==> src/hw/rtl/tmprof_pkg.sv <==
// Shared types and constants for the trapezoidal motion profile core.
`timescale 1ns / 1ps

package tmprof_pkg;

    // Default number of fraction bits of every fixed-point quantity.
    localparam int FRAC_BITS_DEF = 16;

    // Command selector of an input word.
    typedef enum logic [1:0] {
        OP_TICK        = 2'd0,
        OP_START_LIMIT = 2'd1,
        OP_START_TIME  = 2'd2,
        OP_NOP         = 2'd3
    } cmd_op_t;

    // Configuration register indexes.
    typedef enum logic [1:0] {
        CFG_MAX_VELOCITY = 2'd0,
        CFG_MAX_ACCEL    = 2'd1,
        CFG_TICK_PERIOD  = 2'd2,
        CFG_UNUSED       = 2'd3
    } cfg_reg_t;

    typedef struct packed {
        logic [1:0]         op;
        logic signed [31:0] displacement;
        logic signed [31:0] accel_time;
        logic [30:0]        cruise_time;
    } cmd_t;

    typedef struct packed {
        logic signed [31:0] velocity;
        logic signed [31:0] acceleration;
        logic signed [31:0] position;
        logic               moving;
        logic               command_taken;
    } res_t;

    // Operations of the shared arithmetic unit.
    typedef enum logic [1:0] {
        AR_MUL  = 2'd0,
        AR_DIV  = 2'd1,
        AR_SQRT = 2'd2
    } arith_op_t;

    typedef struct packed {
        logic        start;
        arith_op_t   op;
        logic [63:0] opa;
        logic [31:0] opb;
    } arith_req_t;

    typedef struct packed {
        logic        done;
        logic [63:0] result;
    } arith_rsp_t;

    // Sequencer states of the top level.
    typedef enum logic [3:0] {
        ST_IDLE,
        ST_DECODE,
        ST_L_PROD,
        ST_L_ROOT,
        ST_L_TACC,
        ST_L_VSQ,
        ST_L_DACC,
        ST_L_TCR,
        ST_P_PEAK,
        ST_P_ACC,
        ST_COMMIT,
        ST_T_PROD,
        ST_T_STEP,
        ST_EMIT
    } state_t;

endpackage

==> src/hw/rtl/tmprof_arith.sv <==
// Shared arithmetic unit: registered multiply, bit-serial divide and square root.
`timescale 1ns / 1ps

module tmprof_arith (
    input  logic                   clk,
    input  logic                   rst_n,
    input  tmprof_pkg::arith_req_t req,
    output tmprof_pkg::arith_rsp_t rsp
);
    import tmprof_pkg::*;

    logic        busy_reg;
    logic        done_reg;
    arith_op_t   op_reg;
    logic [5:0]  cnt_reg;
    logic [63:0] num_reg;
    logic [31:0] div_reg;
    logic [35:0] rem_reg;
    logic [63:0] quo_reg;

    logic [63:0] mul_prod;
    logic [32:0] div_sh;
    logic [32:0] div_diff;
    logic        div_ge;
    logic [35:0] sq_sh;
    logic [35:0] sq_trial;
    logic        sq_ge;

    assign mul_prod = req.opa[31:0] * req.opb;
    assign div_sh   = {rem_reg[31:0], num_reg[63]};
    assign div_ge   = div_sh >= {1'b0, div_reg};
    assign div_diff = div_sh - {1'b0, div_reg};
    assign sq_sh    = {rem_reg[33:0], num_reg[63:62]};
    assign sq_trial = {2'b00, quo_reg[31:0], 2'b01};
    assign sq_ge    = sq_sh >= sq_trial;

    always_ff @(posedge clk or negedge rst_n)
    begin
        if (!rst_n)
        begin
            busy_reg <= 1'b0;
            done_reg <= 1'b0;
        end
        else
        begin
            done_reg <= 1'b0;
            if (!busy_reg && req.start)
            begin
                if (req.op == AR_MUL)
                    done_reg <= 1'b1;
                else
                    busy_reg <= 1'b1;
            end
            else if (busy_reg && cnt_reg == 6'd0)
            begin
                busy_reg <= 1'b0;
                done_reg <= 1'b1;
            end
        end
    end

    always_ff @(posedge clk)
    begin
        if (!busy_reg && req.start)
        begin
            op_reg  <= req.op;
            num_reg <= req.opa;
            div_reg <= req.opb;
            rem_reg <= '0;
            unique case (req.op)
                AR_MUL:
                begin
                    quo_reg <= mul_prod;
                    cnt_reg <= 6'd0;
                end
                AR_DIV:
                begin
                    quo_reg <= '0;
                    cnt_reg <= 6'd63;
                end
                default:
                begin
                    quo_reg <= '0;
                    cnt_reg <= 6'd31;
                end
            endcase
        end
        else if (busy_reg)
        begin
            cnt_reg <= cnt_reg - 6'd1;
            if (op_reg == AR_DIV)
            begin
                rem_reg <= div_ge ? {3'b000, div_diff} : {3'b000, div_sh};
                quo_reg <= {quo_reg[62:0], div_ge};
                num_reg <= {num_reg[62:0], 1'b0};
            end
            else
            begin
                rem_reg <= sq_ge ? (sq_sh - sq_trial) : sq_sh;
                quo_reg <= {quo_reg[62:0], sq_ge};
                num_reg <= {num_reg[61:0], 2'b00};
            end
        end
    end

    assign rsp.done   = done_reg;
    assign rsp.result = quo_reg;

    // The partial remainder of a division always stays below the divisor.
    assert property (@(posedge clk) disable iff (!rst_n)
        busy_reg && op_reg == AR_DIV |-> rem_reg[32:0] < {1'b0, div_reg})
        else $error("divide remainder not below divisor");

    // The square root remainder never exceeds twice the partial root.
    assert property (@(posedge clk) disable iff (!rst_n)
        busy_reg && op_reg == AR_SQRT |-> rem_reg <= {3'b000, quo_reg[31:0], 1'b0})
        else $error("square root remainder out of range");

    assert property (@(posedge clk) disable iff (!rst_n)
        done_reg |-> !busy_reg && $past(busy_reg || req.start))
        else $error("arithmetic done without a running operation");

endmodule

==> config.mk <==
export PLATFORM = sky130hd
export DESIGN_NAME = tmprof_arith
export DESIGN_NICKNAME = d
export VERILOG_FILES = /design/src/hw/rtl/tmprof_pkg.sv /design/src/hw/rtl/tmprof_arith.sv
export SDC_FILE = /design/constraint.sdc
export NUM_CORES = 2
export LEC_CHECK = 0
export ABC_AREA = 1
export ABC_CLOCK_PERIOD_IN_PS = 10900
export BUFFER_PORTS_ARGS = -buffer_cell sky130_fd_sc_hd__buf_4
export CAP_MARGIN = 10
export CORE_MARGIN = 3
export CORE_UTILIZATION = 50
export DETAILED_ROUTE_END_ITERATION = 10
export PLACE_DENSITY_LB_ADDON = 0.05
export REMOVE_ABC_BUFFERS = 1
export SYNTH_ARGS = -nofsm -noshare
export SYNTH_HDL_FRONTEND = slang
export SYNTH_SLANG_ARGS = --single-unit
==> constraint.sdc <==
create_clock -name clk -period 10.9 [get_ports clk]
set_clock_uncertainty 0.15 [all_clocks]
set_input_delay 1.635 -clock clk [delete_from_list [all_inputs] [get_ports clk]]
set_output_delay 1.635 -clock clk [all_outputs]
set_load 0.01 [all_outputs]
==> summary.txt <==
Run status
  – Status: finished clean

Logic synthesis
  – Syn Area/Cell: 7.26 µm²
  – Synth Flop Type: edfxtp_1
  – Top post-synthesis cells by area: fa_1 (36%), nand2_1 (16%), inv_1 (14%)
  – Cell taking the most area after synthesis: fa_1
  – Synth Register Bits: 204
  – Count leader, synth: nand2_1
  – Cells after Synth: 6894
  – Synthesized cell area: 50000 µm²
  – Top-area cell type share of the netlist area: 0.359
  – Synth cell count leaders: nand2_1 (2146), inv_1 (1893), fa_1 (897)
  – Yosys cell types: 49
  – Number of flops mapped to enable cells by yosys: 168
  – Sequential area share after synthesis: 0.115
  – Share of synthesized registers carrying an async set or reset: 0.00980
  – Ys Warns: 0

Worst setup path
  – Worst R2R Path Depth: 13
  – RR Startpoint: quo_reg[25]
  – Path type of the worst setup path: in -> reg
  – Setup crit start: req[49]
  – Reg2reg end: quo_reg[0]
  – Startpoint Class: input port
  – FF-to-FF setup slack: 7220 ps
  – Worst path arrival time: 8770 ps
  – Critical path peak fanout: 33
  – Worst Setup End Kind: flip-flop
  – WP data required: 11100 ps
  – CP endpoint: quo_reg[55]

Clocking
  – Hold-fix buffers, CTS: 0
  – Clk sinks: 204
  – Root Buffer: clkbuf_16
  – Max Root-Sink Buffers: 3
  – Clock-pin transition on the worst setup and hold timing paths: 60 ps
  – Clock latency on the worst-skew pair: 600 ps
  – H-tree depth: 1
  – Post-CTS Setup Inserts: 0
  – TritonCTS Buffers: 28
  – CTS tree: built
  – Post-cts resize count: 0

Die
  – Chip width: 322 µm
  – Chip height: 322 µm
  – Row Count: 115
  – Initial Utilization: 0.506
  – Die ar.: 104000 µm²
  – I/O pin total: 166
  – Core area: 98900 µm²

STA
  – Final hold vios: 0
  – Min Tclk post-route: 8560 ps
  – Max Freq: 117 MHz
  – Max_slew headroom: 0.362
  – Final Cycle Share: 0.786
  – Max-slew violations: 0
  – RSZ-0062 raised after global routing: no
  – Final TNS setup: 0 ps
  – Final setup fails: 0
  – Worst Tran Pin Value: 956 ps

Route
  – Routed WL: 161000 µm
  – Vias/cell: 5.17
  – DRT iter0 DRCs: 3486
  – Post-DR wirelength/cell: 19.8 µm
  – DRT Pass-1 Iters: 6
  – Post-route ant nets: 0
  – Via count: 42000
  – Final routed DRC violation total: 0

Place
  – DP HPWL: 128000 µm
  – Port bufs: 165
  – GPL Wtd Cong: 0.992

Finish
  – Antenna cells: 0
  – Layout Area Growth over Synthesis: 5.46%
  – Layout Nets: 8131
  – Layout cells sized above 1: 0.0415

Global route
  – Global Route Usage Sum: 0.319
  – Initial antenna violation count: 3
  – Vias in the first global route: 43100
  – Global-route wire length before repair: 253000 µm
  – Grt total ovfl: 0
  – Largest net degree at the start of global routing: 88

Job
  – Max-capacitance violation count: 0

Hold path
  – Class of the worst hold path: reg -> reg
## logic make-up after synthesis
kind of cell / synth area share
and+or+nand+nor: 0.222
buffers and inverters: 0.167
adders and majority gates: 0.441
AOI/OAI and AO/OA: 0.0477
DFF: 0.115
xor gates and xnor gates: 0.00648
## critical path, cell delays in order
cell and delay [ps]:
buf_4 470, nand2_1 120, inv_1 110, fa_1 410, fa_1 500, fa_1 510, inv_1 50, fa_1 480
inv_1 70, fa_1 490, fa_1 570, fa_1 430, fa_1 480, ha_1 410, nand2_1 190, nor2_1 190
inv_1 160, nor2_1 220, nand3_1 90, o21ai_0 690, nand2_1 160, nand2_1 120, nand2_1 60, nand3_1 70
nand2_1 60
## stage by stage
step                      hold WS (ps)   util  worst slack (ps)  cells  cell area, µm²
after detailed placement           295  0.524              1830   8060           51800
final                              307  0.534              2340   8112           52800
after CTS                          307  0.534              2440   8112           52800
after global routing               343  0.534              1990   8112           52800
after floorplan                    277      -               487   6598           48800
after global placement             289  0.524              1900   8060           51800
## metal layers
layer | GRT usage | wire [µm] | part of all wire | vias up
li1 | - | - | - | 19700
met1 | 0.452 | 71000 | 0.44 | 20600
met2 | 0.519 | 74000 | 0.46 | 1415
met3 | 0.0392 | 10900 | 0.068 | 221
met4 | 0.0870 | 5070 | 0.031 | 2
met5 | 0 | 13 | 0.000081 | -
## worst min-delay path by stage
stage / from / endpoint / slack, ps / cells past startpoint
global route: rem_reg[32] / rem_reg[32] / 340 / 2
CTS: rem_reg[32] / rem_reg[32] / 310 / 2
floorplan: rem_reg[32] / rem_reg[32] / 280 / 2
global placement: rem_reg[33] / rem_reg[33] / 290 / 2
finish: rem_reg[33] / rem_reg[33] / 310 / 2
detailed placement: rem_reg[33] / rem_reg[33] / 300 / 2
## placed cells by master (no fill, tap or decap), drive strengths merged, types with 6 or more instances in the layout
| master | instances |
|---|---|
| nand2 | 2161 |
| clkinv | 13 |
| fa | 897 |
| nand3b | 22 |
| a21oi | 164 |
| a21o | 7 |
| nand3 | 198 |
| xor2 | 33 |
| nor4 | 7 |
| nand4 | 21 |
| dfxtp | 34 |
| o21ai | 154 |
| or2 | 6 |
| nor2 | 343 |
| nor3 | 31 |
| inv | 1904 |
| clkbuf | 32 |
| a31oi | 66 |
| o22ai | 10 |
| buf | 175 |
| edfxtp | 168 |
| o21bai | 15 |
| ha | 330 |
## layout make-up
class / instances / area [µm²]
sequential: 204 / 5780
fill: 9865 / 46100
multi-input combinational: 4491 / 35900
inverter: 1903 / 7150
clock buffer: 32 / 747
timing repair buffer: 175 / 1310
clock inverter: 20 / 241
tap: 1287 / 1610
Power is not shown: default switching activity piles up to over one toggle a cycle in this logic, so the estimate is an artifact.
